## src/design/sblru_pkg.sv

```systemverilog
// ----------------------------------------------------------------------------
// sblru_pkg
// Shared constants for the size-bounded LRU store: table size, field widths,
// command codes, status codes and config register indices.
// ----------------------------------------------------------------------------
package sblru_pkg;

    localparam int ENTRIES  = 16;
    localparam int IDX_W    = $clog2(ENTRIES);
    localparam int CNT_W    = $clog2(ENTRIES + 1);
    localparam int BYTES_W  = 40;
    localparam int SIZE_W   = 32;
    localparam int KEY_W    = 32;
    localparam int CLASS_W  = 4;
    localparam int REFS_W   = 16;
    localparam int EVICT_W  = 5;
    localparam int STATUS_W = 3;
    localparam int CMD_W    = 2;
    localparam int CFG_IDX_W = 1;

    localparam logic [CMD_W-1:0] CMD_STORE   = 2'd0;
    localparam logic [CMD_W-1:0] CMD_FIND    = 2'd1;
    localparam logic [CMD_W-1:0] CMD_REMOVE  = 2'd2;
    localparam logic [CMD_W-1:0] CMD_RELEASE = 2'd3;

    localparam logic [STATUS_W-1:0] ST_STORED   = 3'd0;
    localparam logic [STATUS_W-1:0] ST_FOUND    = 3'd1;
    localparam logic [STATUS_W-1:0] ST_MISS     = 3'd2;
    localparam logic [STATUS_W-1:0] ST_REMOVED  = 3'd3;
    localparam logic [STATUS_W-1:0] ST_RELEASED = 3'd4;
    localparam logic [STATUS_W-1:0] ST_FULL     = 3'd5;

    localparam logic [CFG_IDX_W-1:0] REG_BUDGET    = 1'd0;
    localparam logic [CFG_IDX_W-1:0] REG_UNLIMITED = 1'd1;

    // Saturating bump; a static count of zero stays zero.
    function automatic logic [REFS_W-1:0] bump(input logic [REFS_W-1:0] r);
        logic [REFS_W-1:0] res;
        res = r;
        if (r != '0 && r != '1)
            res = r + 1'b1;
        return res;
    endfunction

endpackage

```

## src/design/size_budget_lru_store.sv

```systemverilog
// ----------------------------------------------------------------------------
// size_budget_lru_store
// A table of cached resources kept in LRU order, with a byte budget that
// evicts unpinned entries from the least recent end before a store.
// ----------------------------------------------------------------------------
// Channel  | Signals                                        | Direction
// ---------+------------------------------------------------+----------
// in       | in_valid, in_ready, command .. value_refs      | sink
// out      | out_valid, out_ready, status .. value_freed    | source
// cfg      | cfg_we, cfg_index, cfg_data                    | sink
//
// Find, remove and release go from the lookup state to the output beat. A
// store may run the eviction check and the eviction pass before its insert;
// both walk the ranks one per cycle through one shared byte adder/compare.
// The block takes one beat at a time; in_ready is low from acceptance until
// the result beat leaves. Reset clears valid bits, used bytes and the FSM.
// ----------------------------------------------------------------------------
module size_budget_lru_store (
    input  logic                                 clk,
    input  logic                                 rst_n,
    input  logic                                 cfg_we,
    input  logic [sblru_pkg::CFG_IDX_W-1:0]      cfg_index,
    input  logic [sblru_pkg::BYTES_W-1:0]        cfg_data,
    input  logic                                 in_valid,
    output logic                                 in_ready,
    input  logic [sblru_pkg::CMD_W-1:0]          command,
    input  logic [sblru_pkg::KEY_W-1:0]          key,
    input  logic [sblru_pkg::CLASS_W-1:0]        key_class,
    input  logic                                 indexed,
    input  logic [sblru_pkg::SIZE_W-1:0]         item_size,
    input  logic [sblru_pkg::REFS_W-1:0]         value_refs,
    output logic                                 out_valid,
    input  logic                                 out_ready,
    output logic [sblru_pkg::STATUS_W-1:0]       status,
    output logic [sblru_pkg::REFS_W-1:0]         entry_count_out,
    output logic [sblru_pkg::EVICT_W-1:0]        evicted,
    output logic [sblru_pkg::BYTES_W-1:0]        total_bytes,
    output logic                                 value_freed
);

    localparam int N  = sblru_pkg::ENTRIES;
    localparam int IW = sblru_pkg::IDX_W;
    localparam int CW = sblru_pkg::CNT_W;
    localparam int BW = sblru_pkg::BYTES_W;
    localparam int EVICT_W_L = sblru_pkg::EVICT_W;

    typedef enum logic [2:0] {
        S_IDLE, S_LOOKUP, S_CHECK, S_EVICT, S_INSERT, S_OUT
    } state_t;

    state_t                          state_reg;
    logic [N-1:0]                    valid_reg;
    logic [sblru_pkg::KEY_W-1:0]     key_mem   [N];
    logic [sblru_pkg::CLASS_W-1:0]   class_mem [N];
    logic                            idx_mem   [N];
    logic [sblru_pkg::SIZE_W-1:0]    bytes_mem [N];
    logic [sblru_pkg::REFS_W-1:0]    refs_mem  [N];
    logic [IW-1:0]                   age_mem   [N];
    logic [BW-1:0]                   used_reg;
    logic [BW-1:0]                   budget_reg;
    logic                            unlimited_reg;

    logic [sblru_pkg::CMD_W-1:0]     cmd_reg;
    logic [sblru_pkg::KEY_W-1:0]     key_reg;
    logic [sblru_pkg::CLASS_W-1:0]   class_reg;
    logic                            idx_reg;
    logic [sblru_pkg::SIZE_W-1:0]    size_reg;
    logic [sblru_pkg::REFS_W-1:0]    vr_reg;
    logic [BW-1:0]                   tofree_reg;
    logic [BW-1:0]                   sum_reg;
    logic [CW-1:0]                   rank_reg;   // rank + 1, counts down
    logic [EVICT_W_L-1:0]            ev_reg;

    logic [sblru_pkg::STATUS_W-1:0]  status_reg;
    logic [sblru_pkg::REFS_W-1:0]    cnt_reg;
    logic                            freed_reg;

    // Match and rank decode, all per-entry and parallel.
    logic [N-1:0] hit_vec;
    logic [N-1:0] rank_vec;
    logic         hit_any;
    logic [IW-1:0] hit_slot;
    logic [IW-1:0] hit_age;
    logic         rank_any;
    logic [IW-1:0] rank_slot;
    logic         free_any;
    logic [IW-1:0] free_slot;
    logic [CW-1:0] n_valid;
    logic [IW-1:0] cur_rank;

    assign cur_rank = rank_reg[IW-1:0] - 1'b1;

    always_comb
    begin
        for (int i = 0; i < N; i++)
        begin
            hit_vec[i]  = valid_reg[i] && key_mem[i] == key_reg
                          && class_mem[i] == class_reg
                          && (!idx_reg || idx_mem[i]);
            rank_vec[i] = valid_reg[i] && age_mem[i] == cur_rank;
        end
        hit_any = 1'b0;
        hit_slot = '0;
        hit_age = '0;
        rank_any = 1'b0;
        rank_slot = '0;
        free_any = 1'b0;
        free_slot = '0;
        n_valid = '0;
        for (int i = N - 1; i >= 0; i--)
        begin
            if (!valid_reg[i])
            begin
                free_any = 1'b1;
                free_slot = IW'(i);
            end
            if (rank_vec[i])
            begin
                rank_any = 1'b1;
                rank_slot = IW'(i);
            end
        end
        for (int i = 0; i < N; i++)
        begin
            n_valid = n_valid + CW'(valid_reg[i]);
            // Strict compare keeps the first of equal ages, as the search does.
            if (hit_vec[i] && (!hit_any || age_mem[i] < hit_age))
            begin
                hit_any = 1'b1;
                hit_slot = IW'(i);
                hit_age = age_mem[i];
            end
        end
    end

    // The shared byte unit: one add and one compare per cycle.
    logic [BW-1:0] sum_add;
    logic          cand;
    assign cand    = rank_any && refs_mem[rank_slot] == 16'd1;
    assign sum_add = sum_reg + BW'(bytes_mem[rank_slot]);

    logic [BW-1:0] need;
    assign need = used_reg + BW'(size_reg);

    assign in_ready        = state_reg == S_IDLE;
    assign out_valid       = state_reg == S_OUT;
    assign status          = status_reg;
    assign entry_count_out = cnt_reg;
    assign evicted         = ev_reg;
    assign total_bytes     = used_reg;
    assign value_freed     = freed_reg;

    always_ff @(posedge clk or negedge rst_n)
    begin
        if (!rst_n)
        begin
            budget_reg    <= '0;
            unlimited_reg <= 1'b1;
        end
        else if (cfg_we)
        begin
            unique case (cfg_index)
                sblru_pkg::REG_BUDGET:    budget_reg <= cfg_data;
                sblru_pkg::REG_UNLIMITED: unlimited_reg <= cfg_data[0];
                default: ;
            endcase
        end
    end

    always_ff @(posedge clk)
    begin
        if (state_reg == S_IDLE && in_valid)
        begin
            cmd_reg   <= command;
            key_reg   <= key;
            class_reg <= key_class;
            idx_reg   <= indexed;
            size_reg  <= item_size;
            vr_reg    <= value_refs;
        end
    end

    always_ff @(posedge clk or negedge rst_n)
    begin
        if (!rst_n)
        begin
            state_reg <= S_IDLE;
            valid_reg <= '0;
            used_reg  <= '0;
            status_reg <= sblru_pkg::ST_MISS;
            cnt_reg   <= '0;
            ev_reg    <= '0;
            freed_reg <= 1'b0;
            sum_reg   <= '0;
            tofree_reg <= '0;
            rank_reg  <= '0;
        end
        else
        begin
            unique case (state_reg)
                S_IDLE:
                begin
                    if (in_valid)
                        state_reg <= S_LOOKUP;
                end
                S_LOOKUP:
                begin
                    ev_reg     <= '0;
                    sum_reg    <= '0;
                    tofree_reg <= need - budget_reg;
                    rank_reg   <= n_valid;
                    if (cmd_reg == sblru_pkg::CMD_STORE && !(idx_reg && hit_any))
                    begin
                        // Status and count of a new entry are set on insert.
                        status_reg <= sblru_pkg::ST_MISS;
                        cnt_reg    <= '0;
                        freed_reg  <= 1'b0;
                        if (!unlimited_reg && need > budget_reg)
                            state_reg <= S_CHECK;
                        else
                            state_reg <= S_INSERT;
                    end
                    else
                    begin
                        state_reg <= S_OUT;
                        if (!hit_any)
                        begin
                            status_reg <= sblru_pkg::ST_MISS;
                            cnt_reg    <= '0;
                            freed_reg  <= 1'b0;
                        end
                        else
                        begin
                            unique case (cmd_reg)
                                sblru_pkg::CMD_STORE, sblru_pkg::CMD_FIND:
                                begin
                                    for (int j = 0; j < N; j++)
                                        if (valid_reg[j] && age_mem[j] < hit_age)
                                            age_mem[j] <= age_mem[j] + 1'b1;
                                    age_mem[hit_slot] <= '0;
                                    refs_mem[hit_slot] <=
                                        sblru_pkg::bump(refs_mem[hit_slot]);
                                    cnt_reg <= sblru_pkg::bump(refs_mem[hit_slot]);
                                    freed_reg  <= 1'b0;
                                    status_reg <= sblru_pkg::ST_FOUND;
                                end
                                sblru_pkg::CMD_REMOVE:
                                begin
                                    for (int j = 0; j < N; j++)
                                        if (valid_reg[j] && age_mem[j] > hit_age)
                                            age_mem[j] <= age_mem[j] - 1'b1;
                                    valid_reg[hit_slot] <= 1'b0;
                                    used_reg <= used_reg - BW'(bytes_mem[hit_slot]);
                                    if (refs_mem[hit_slot] != '0)
                                    begin
                                        refs_mem[hit_slot] <= refs_mem[hit_slot] - 1'b1;
                                        cnt_reg <= refs_mem[hit_slot] - 1'b1;
                                        freed_reg <= refs_mem[hit_slot] == 16'd1;
                                    end
                                    else
                                    begin
                                        cnt_reg   <= '0;
                                        freed_reg <= 1'b0;
                                    end
                                    status_reg <= sblru_pkg::ST_REMOVED;
                                end
                                sblru_pkg::CMD_RELEASE:
                                begin
                                    if (refs_mem[hit_slot] > 16'd1)
                                    begin
                                        refs_mem[hit_slot] <= refs_mem[hit_slot] - 1'b1;
                                        cnt_reg <= refs_mem[hit_slot] - 1'b1;
                                    end
                                    else
                                        cnt_reg <= refs_mem[hit_slot];
                                    freed_reg  <= 1'b0;
                                    status_reg <= sblru_pkg::ST_RELEASED;
                                end
                                default: ;
                            endcase
                        end
                    end
                end
                S_CHECK:
                begin
                    // Walk ranks from the least recent end, summing unpinned sizes.
                    if (rank_reg == '0)
                        state_reg <= S_INSERT;
                    else if (cand && sum_add >= tofree_reg)
                    begin
                        sum_reg  <= '0;
                        rank_reg <= n_valid;
                        state_reg <= S_EVICT;
                    end
                    else
                    begin
                        if (cand)
                            sum_reg <= sum_add;
                        rank_reg <= rank_reg - 1'b1;
                    end
                end
                S_EVICT:
                begin
                    // Ranks above the victim drop by one, so the walk stays
                    // on the next rank down after an eviction.
                    rank_reg <= rank_reg - 1'b1;
                    if (cand)
                    begin
                        for (int j = 0; j < N; j++)
                            if (valid_reg[j] && age_mem[j] > cur_rank)
                                age_mem[j] <= age_mem[j] - 1'b1;
                        valid_reg[rank_slot] <= 1'b0;
                        used_reg <= used_reg - BW'(bytes_mem[rank_slot]);
                        sum_reg  <= sum_add;
                        ev_reg   <= ev_reg + 1'b1;
                    end
                    if (rank_reg == CW'(1) || (cand && sum_add >= tofree_reg))
                        state_reg <= S_INSERT;
                end
                S_INSERT:
                begin
                    state_reg <= S_OUT;
                    if (!free_any)
                        status_reg <= sblru_pkg::ST_FULL;
                    else
                    begin
                        for (int j = 0; j < N; j++)
                            if (valid_reg[j])
                                age_mem[j] <= age_mem[j] + 1'b1;
                        valid_reg[free_slot] <= 1'b1;
                        key_mem[free_slot]   <= key_reg;
                        class_mem[free_slot] <= class_reg;
                        idx_mem[free_slot]   <= idx_reg;
                        bytes_mem[free_slot] <= size_reg;
                        refs_mem[free_slot]  <= sblru_pkg::bump(vr_reg);
                        age_mem[free_slot]   <= '0;
                        used_reg   <= used_reg + BW'(size_reg);
                        cnt_reg    <= sblru_pkg::bump(vr_reg);
                        status_reg <= sblru_pkg::ST_STORED;
                    end
                end
                S_OUT:
                begin
                    if (out_ready)
                        state_reg <= S_IDLE;
                end
                default: state_reg <= S_IDLE;
            endcase
        end
    end

endmodule

```

## config.mk

```make
export PLATFORM = sky130hd
export DESIGN_NAME = size_budget_lru_store
export DESIGN_NICKNAME = d
export VERILOG_FILES = /design/src/design/sblru_pkg.sv /design/src/design/size_budget_lru_store.sv
export SDC_FILE = /design/constraint.sdc
export NUM_CORES = 2
export LEC_CHECK = 0
export BUFFER_PORTS_ARGS = -buffer_cell sky130_fd_sc_hd__buf_4
export CELL_PAD_IN_SITES_DETAIL_PLACEMENT = 0
export CELL_PAD_IN_SITES_GLOBAL_PLACEMENT = 2
export CORE_MARGIN = 4
export CORE_UTILIZATION = 24
export CTS_CLUSTER_SIZE = 12
export DETAILED_ROUTE_END_ITERATION = 8
export PLACE_DENSITY = 0.64
export SETUP_SLACK_MARGIN = 0.15
export SYNTH_ARGS = -nofsm -noshare
export SYNTH_HDL_FRONTEND = slang
export SYNTH_SLANG_ARGS = --single-unit
```

## constraint.sdc

```tcl
create_clock -name clk -period 32.5 [get_ports clk]
set_input_delay 4.875 -clock clk [delete_from_list [all_inputs] [get_ports clk]]
set_output_delay 4.875 -clock clk [all_outputs]
set_load 0.01 [all_outputs]
```

Word-level counts from Yosys, hierarchy flattened
Memory sizes are Yosys's and may differ from the RTL's.
Index checks and enable logic that the tools add are counted.
{"block": "word_totals", "reg_bits": 297, "mem_bits_rw": 1424, "input_bits": 133, "output_inout_bits": 67, "word_cells": 1122, "memories": 6}
{"block": "classes", "addsub": 58, "magnitude_cmp": 72, "eq_ne": 71, "n_mux": 565, "bitwise_logic": 56, "reduce_logical": 276}
{"memory": "bytes_mem", "words": 16, "width": 32, "read_ports": 2, "rd_clocked_by_memory_dff": 0, "wr": 1, "line_no": "size_budget_lru_store.sv:56", "source": "logic [sblru_pkg::SIZE_W-1:0] bytes_mem [N];"}
{"memory": "key_mem", "words": 16, "width": 32, "read_ports": 16, "rd_clocked_by_memory_dff": 0, "wr": 1, "line_no": "size_budget_lru_store.sv:53", "source": "logic [sblru_pkg::KEY_W-1:0] key_mem [N];"}
{"memory": "refs_mem", "words": 16, "width": 16, "read_ports": 2, "rd_clocked_by_memory_dff": 0, "wr": 1, "line_no": "size_budget_lru_store.sv:57", "source": "logic [sblru_pkg::REFS_W-1:0] refs_mem [N];"}
{"memory": "age_mem", "words": 16, "width": 4, "read_ports": 16, "rd_clocked_by_memory_dff": 0, "wr": 17, "line_no": "size_budget_lru_store.sv:58", "source": "logic [IW-1:0] age_mem [N];"}
{"memory": "class_mem", "words": 16, "width": 4, "read_ports": 16, "rd_clocked_by_memory_dff": 0, "wr": 1, "line_no": "size_budget_lru_store.sv:54", "source": "logic [sblru_pkg::CLASS_W-1:0] class_mem [N];"}
{"memory": "idx_mem", "words": 16, "width": 1, "read_ports": 16, "rd_clocked_by_memory_dff": 0, "wr": 1, "line_no": "size_budget_lru_store.sv:55", "source": "logic idx_mem [N];"}
{"cell": "$eq A32 B32 Y1", "count": 16}
{"cell": "$mux W4", "count": 113}
{"cell": "$mux W1", "count": 397}
{"cell": "$mux W16", "count": 20}
{"cell": "$mux W40", "count": 8}
{"cell": "$pmux W40 S3", "count": 2}
{"cell": "$logic_and A1 B1 Y1", "count": 206}
{"cell": "$eq A4 B4 Y1", "count": 32}
{"cell": "$gt A4 B4 Y1", "count": 32}
{"cell": "$lt A4 B4 Y1", "count": 31}
{"cell": "$pmux W16 S3", "count": 2}
{"cell": "$add A40 B32 Y40", "count": 2}
{"cell": "$sub A40 B32 Y40", "count": 2}
{"cell": "$sub A4 B1 Y4 const B", "count": 17}
{"cell": "$add A4 B1 Y4 const B", "count": 16}
{"cell": "$add A5 B1 Y5", "count": 11}
{"cell": "$or A1 B1 Y1", "count": 50}
{"cell": "$ge A40 B40 Y1", "count": 1}
{"cell": "$gt A40 B40 Y1", "count": 1}
{"cell": "$sub A40 B40 Y40", "count": 1}
{"cell": "$add A16 B1 Y16 const B", "count": 2}
{"cell": "$and A16 B16 Y16", "count": 2}
{"cell": "$eq A16 B1 Y1 const B", "count": 2}
{"cell": "$logic_or A1 B1 Y1", "count": 32}
{"cell": "other kinds (47)", "count": 100}

Logic depth before layout (Yosys ltp)
An unclocked memory read counts as a cell.
{"block": "logic_depth", "depth_word": 78, "mapped_depth": 186, "mapped_depth_nobuf": 171}

Worst setup path after synthesis
No wires, ideal clock.
{"block": "synth_path", "path_kind": "register to register", "from": "register key_reg[31] (netlist bit)", "to": "register used_reg[38], in the netlist total_bytes[38]", "setup_ps": 119, "t_arrival_ps": 31699, "t_required_ps": 32381, "path_slack_ps": 682, "path_stages_with_launch": 181, "path_buffers": 16, "synth_period_minus_slack_ps": 31818, "cell_sequence": "edfxtp_1 buf_2 xnor2_2 nand4_1 nor4_4 and3_2 buf_4 nand2_1 ha_1 o21a_1 o21ai_0 nand2b_1 a31o_2 a31oi_1 ha_1 a21o_1 a21oi_1 o21bai_1 [145 not listed] and2_1 o21ai_0 nand2b_1 and2_1 o21ai_0 nand2b_1 a21o_1 a21o_1 a21o_1 a21o_1 a21o_1 a21o_1 a21o_1 a21o_1 or3_1 nor3_1 a31oi_1 o21a_1"}
{"block": "synth_between", "elab_chain_len": 71, "elab_cells_between_ends": 182, "classes_between": "add/sub (1); order compare (15); eq/ne (18); mux (50); reduce/logical (97); memory (1)"}
{"element": "start: declaration", "line_no": "size_budget_lru_store.sv:64", "source": "logic [sblru_pkg::KEY_W-1:0] key_reg;"}
{"element": "start signal: assignment", "line_no": "size_budget_lru_store.sv:175", "source": "key_reg <= key;"}
{"element": "$eq A32 B32 Y1", "line_no": "size_budget_lru_store.sv:97", "source": "hit_vec[i] = valid_reg[i] && key_mem[i] == key_reg"}
{"element": "$logic_and A1 B1 Y1", "line_no": "size_budget_lru_store.sv:97"}
{"element": "$logic_and A1 B1 Y1", "line_no": "size_budget_lru_store.sv:98", "source": "&& class_mem[i] == class_reg"}
{"element": "$logic_and A1 B1 Y1", "line_no": "size_budget_lru_store.sv:99", "source": "&& (!idx_reg || idx_mem[i]);"}
{"element": "$mux W4 or $mux W1 (tied branches)", "line_no": "size_budget_lru_store.sv:127", "source": "if (hit_vec[i] && (!hit_any || age_mem[i] < hit_age))"}
{"element": "$lt A4 B4 Y1 or $logic_not A1 Y1 (tied branches)", "line_no": "size_budget_lru_store.sv:127"}
{"element": "$logic_or A1 B1 Y1", "line_no": "size_budget_lru_store.sv:127"}
{"element": "$logic_and A1 B1 Y1", "line_no": "size_budget_lru_store.sv:127"}
{"element": "[55 not listed]"}
{"element": "$logic_and A1 B1 Y1", "line_no": "size_budget_lru_store.sv:127"}
{"element": "$mux W4", "line_no": "size_budget_lru_store.sv:127"}
{"element": "$mem_v2 Z16 W32"}
{"element": "$sub A40 B32 Y40", "line_no": "size_budget_lru_store.sv:253", "source": "used_reg <= used_reg - BW'(bytes_mem[hit_slot]);"}
{"element": "$mux W40", "line_no": "size_budget_lru_store.sv:234", "source": "unique case (cmd_reg)"}
{"element": "$mux W40", "line_no": "size_budget_lru_store.sv:226", "source": "if (!hit_any)"}
{"element": "$mux W40", "line_no": "size_budget_lru_store.sv:212", "source": "if (cmd_reg == sblru_pkg::CMD_STORE && !(idx_reg && hit_any))"}
{"element": "$pmux W40 S3", "line_no": "size_budget_lru_store.sv:200", "source": "unique case (state_reg)"}
{"element": "end signal: assignment", "line_no": "size_budget_lru_store.sv:253"}
{"element": "end signal: assignment", "line_no": "size_budget_lru_store.sv:313", "source": "used_reg <= used_reg - BW'(bytes_mem[rank_slot]);"}
{"element": "end signal: assignment", "line_no": "size_budget_lru_store.sv:337", "source": "used_reg <= used_reg + BW'(size_reg);"}
{"element": "end: declaration", "line_no": "size_budget_lru_store.sv:59", "source": "logic [BW-1:0] used_reg;"}
Parallel ways exist; a longest one is shown, timed or not. The select of a mux whose other input is x is not followed.
A chain may end at the register's enable or synchronous reset.

Worst setup path after layout
{"block": "layout_path", "from": "register key_reg[27] (netlist bit)", "to": "register used_reg[38], in the netlist total_bytes[38]"}
The elaborated chain is that of the path after synthesis.

==> results by group <==
Status
  • Status: finished, final reports clean

Layout
  • Layout cells sized above 1: 0.119
  • FILL cells: 39236
  • Top Registers: bytes_mem x512, key_mem x512, refs_mem x256
  • Area Overhead vs Synth: 17.4%
  • Fin util: 0.283
  • Nets@finish: 9223
  • Non-filler cells, final: 13899
  • Final std cell area, no fill: approximately 110000 sq um

Timing
  • Setup Skew: around 110 ps
  • Fin crit period: between 30000 and 40000 ps
  • Hold Fails Final Rpt: 0
  • Crit share post-route: 0.937
  • Pins Over Slew Limit: 0
  • Setup violators final: 0
  • Slew @ Worst Pin: roughly 1400 ps
  • Slew margin rel.: 0.0702
  • RSZ-0062 raised after global routing: no
  • Fmax achieved: about 0.033 GHz

Synth
  • Commonest cells in the synthesized netlist: 1447 x edfxtp_1, 682 x nand2_1, 659 x nor2_1
  • Synth Flop Type: edfxtp_1
  • Most frequent cell after synthesis: edfxtp_1
  • Area leader, netlist: edfxtp_1
  • Syn Inst Count: ~8400
  • Seq cells post-synth: 1721
  • Top cells by area, synth: edfxtp_1 47%, xnor2_1 5.7%, dfrtp_1 5.6%
  • Share of the synthesized area in the top cell type: 0.471
  • Register area share after synthesis: 0.542
  • Ys async rst share: 0.122
  • Post-synth EDFFs: 1447
  • Yosys cell types: 131
  • Synth warn: 0
  • Mapped Nets: 8921
  • Mapped Area: 92300 sq um
  • Post-synthesis average cell area: 11.0 sq um

Setup path
  • CP Class: reg2reg
  • Most frequent CP cell: ha_1
  • CP peak stage delay: 420 ps
  • Critical path data required time: 33320 ps
  • Reg2reg end: total_bytes[38]$_DFFE_PN0P_
  • Worst r2r src: key_reg[27]$_DFFE_PP_
  • WP data arrival: between 30000 and 40000 ps
  • Crit. End Element: flop
  • Crit path capture: total_bytes[38]$_DFFE_PN0P_
  • Reg2Reg Depth: 168
  • Slowest CP cell: edfxtp_1
  • Worst reg2reg setup slack: 2040 ps
  • Worst Setup SP: key_reg[27]$_DFFE_PP_
  • Crit path max fanout: 9
  • Startpoint types: flop

CTS
  • Clock slew at reported path FFs: 60 ps
  • # hold bufs at CTS: 0
  • CTS Sinks: 1721
  • Clk Latency, worst-skew pair: approximately 900 ps
  • H-tree depth: 4
  • CTS Root Cell: clkbuf_16
  • Max Buffers Root-to-Sink: 4
  • Num CTS Buffers: 203
  • CTS tree: built

Die
  • Rows: 227
  • IO Pins: 200
  • Die area: 394000 sq um
  • Die Wd: 628 microns
  • Initial Util: 0.241
  • Core ar.: 383000 sq um
  • Die Y: roughly 630 microns

Placed design
  • GPL Wtd Cong: 0.860
  • Placed cells: 13488
  • Port bufs: ~200
  • DP Area: 101000 sq um
  • Final HPWL DP: around 250000 microns

GRT
  • Congestion Overflow GR: 0
  • First-pass GRT wire length: between 500000 and 600000 microns
  • All-layer global routing usage: 0.178
  • Vias in the first global route: around 70000
  • Pin count of the biggest net entering global routing: 148
  • Initial antenna violation count: 23

Min path
  • Hold path depth: 2
  • Hold WC Path Type: reg2reg

Detailed routing
  • Via/cell ratio: 5.10
  • Drt wl/cell: 26.4 microns
  • Post-route DRC: 0
  • DRT iter0 DRCs: 6515
  • Detail Route Antenna Nets: 0
  • Vias: approximately 71000
  • Final wirelength: between 300000 and 400000 microns
  • Drt pass-1 iters: 7

Flow run
  • Max-Cap Viols: 0

Power and ir drop
  • Max rail drop VDD: about 47 uV
  • Power per Cell Area: around 66 nW/um^2
  • Final Power: 0.00717 W
  • Leak: 37.8 nW
==> critical path: cells and delay by family, from the launching register on <==
family | cells | cell delay [ps]
AOI/OAI and AO/OA | 79 | 13990
and+or+nand+nor | 45 | 6840
adders and majority gates | 17 | 4380
muxes | 11 | 3080
buffers and inverters | 15 | 1390
DFF | 1 | 420
xor gates and xnor gates | 1 | 220
==> cells by family (layout without fill, tap and decap cells) <==
group                    Yosys count  after routing  synth area share
other                              0              9                 0
multiplexers                     145            145            0.0169
adder cells (fa/ha/maj)          404            404            0.0561
XOR/XNOR                         771            771            0.0736
AND/OR/NAND/NOR                 2745           2747             0.149
AO/OA/AOI/OAI                   1831           1832             0.130
buffers and inverters            772           1232            0.0328
flip-flops                      1721           1721             0.542
==> worst min path at each step <==
stage | start | to | slack [ps]
5_1_grt | tofree_reg[13]$_DFFE_PN0P_ | tofree_reg[13]$_DFFE_PN0P_ | 500
3_3_place_gp | tofree_reg[17]$_DFFE_PN0P_ | tofree_reg[17]$_DFFE_PN0P_ | 460
6_report | tofree_reg[17]$_DFFE_PN0P_ | tofree_reg[17]$_DFFE_PN0P_ | 480
4_1_cts | tofree_reg[17]$_DFFE_PN0P_ | tofree_reg[17]$_DFFE_PN0P_ | 480
2_1_floorplan | tofree_reg[33]$_DFFE_PN0P_ | tofree_reg[33]$_DFFE_PN0P_ | 440
3_5_place_dp | tofree_reg[9]$_DFFE_PN0P_ | tofree_reg[9]$_DFFE_PN0P_ | 470
==> timing repair <==
item                                    in CTS  in global routing
cloned                                       3                  2
endpoints found under the setup margin      11                 21
resized for setup                           28                105
pin swaps                                    3                 40
setup buffers                               11                 20
==> layout make-up <==
cell class	count	area, sq um	area share
Sequential cell	1721	50000	0.462
Timing Repair Buffer	510	4150	0.0383
Multi-Input combinational cell	5899	40000	0.369
Clock inverter	113	1190	0.0110
Clock buffer	253	5340	0.0493
Tap cell	5038	6300	0.0582
Inverter	356	1340	0.0123
Antenna cell	9	22.5	0.000208
==> placed cells by master, fill, tap and decap left out, types with 21 or more instances in the layout <==
cell type     n
o22ai_1     276
nand2_1     673
a22oi_1      21
nand4_1     264
a211oi_1    181
nand3_1     154
o31ai_1      39
a21oi_1     378
nor4_1      173
dfxtp_1      64
a22o_1       43
mux2i_1      79
clkbuf_16   205
a21o_1       66
mux2_2       53
a31oi_1     134
nor4b_1      25
o21ai_1      44
buf_4       483
clkinv_2     24
nand2b_1    105
edfxtp_1   1447
a21boi_0     31
o21ai_0     262
ha_1        379
nor2b_1      72
xnor2_1     594
o211ai_1     25
o21a_1       29
nor3_1      238
and3_1       35
nor2_1      636
dfrtp_1     208
xor2_1      166
and2_1      158
clkbuf_1     45
clkinv_1     44
o21bai_1     61
inv_1       349
==> metal layers <==
layer  share of wire  GRT usage  up-vias
li1                -          -    31921
met1            0.44      0.244    35960
met2            0.47      0.294     2485
met3           0.061     0.0243      555
met4           0.030     0.0482        8
met5         0.00013          0        -
==> stage by stage <==
stage	setup TNS, ps	setup slack (ps)	hold WS [ps]
6_report	0	2040	480
3_3_place_gp	-1210	-470	462
2_1_floorplan	0	682	443
4_1_cts	0	179	484
3_5_place_dp	-3300	-690	470
5_1_grt	0	59.6	504
==> report_power, final <==
group | internal [W] | switching, W | leakage (nW)
clock | 0.00132 | 0.000973 | 3.14
sequential | 0.00260 | 0.000161 | 16.2
combinational | 0.000732 | 0.00138 | 18.5
No activity file was read; power rests on OpenSTA's default activity.
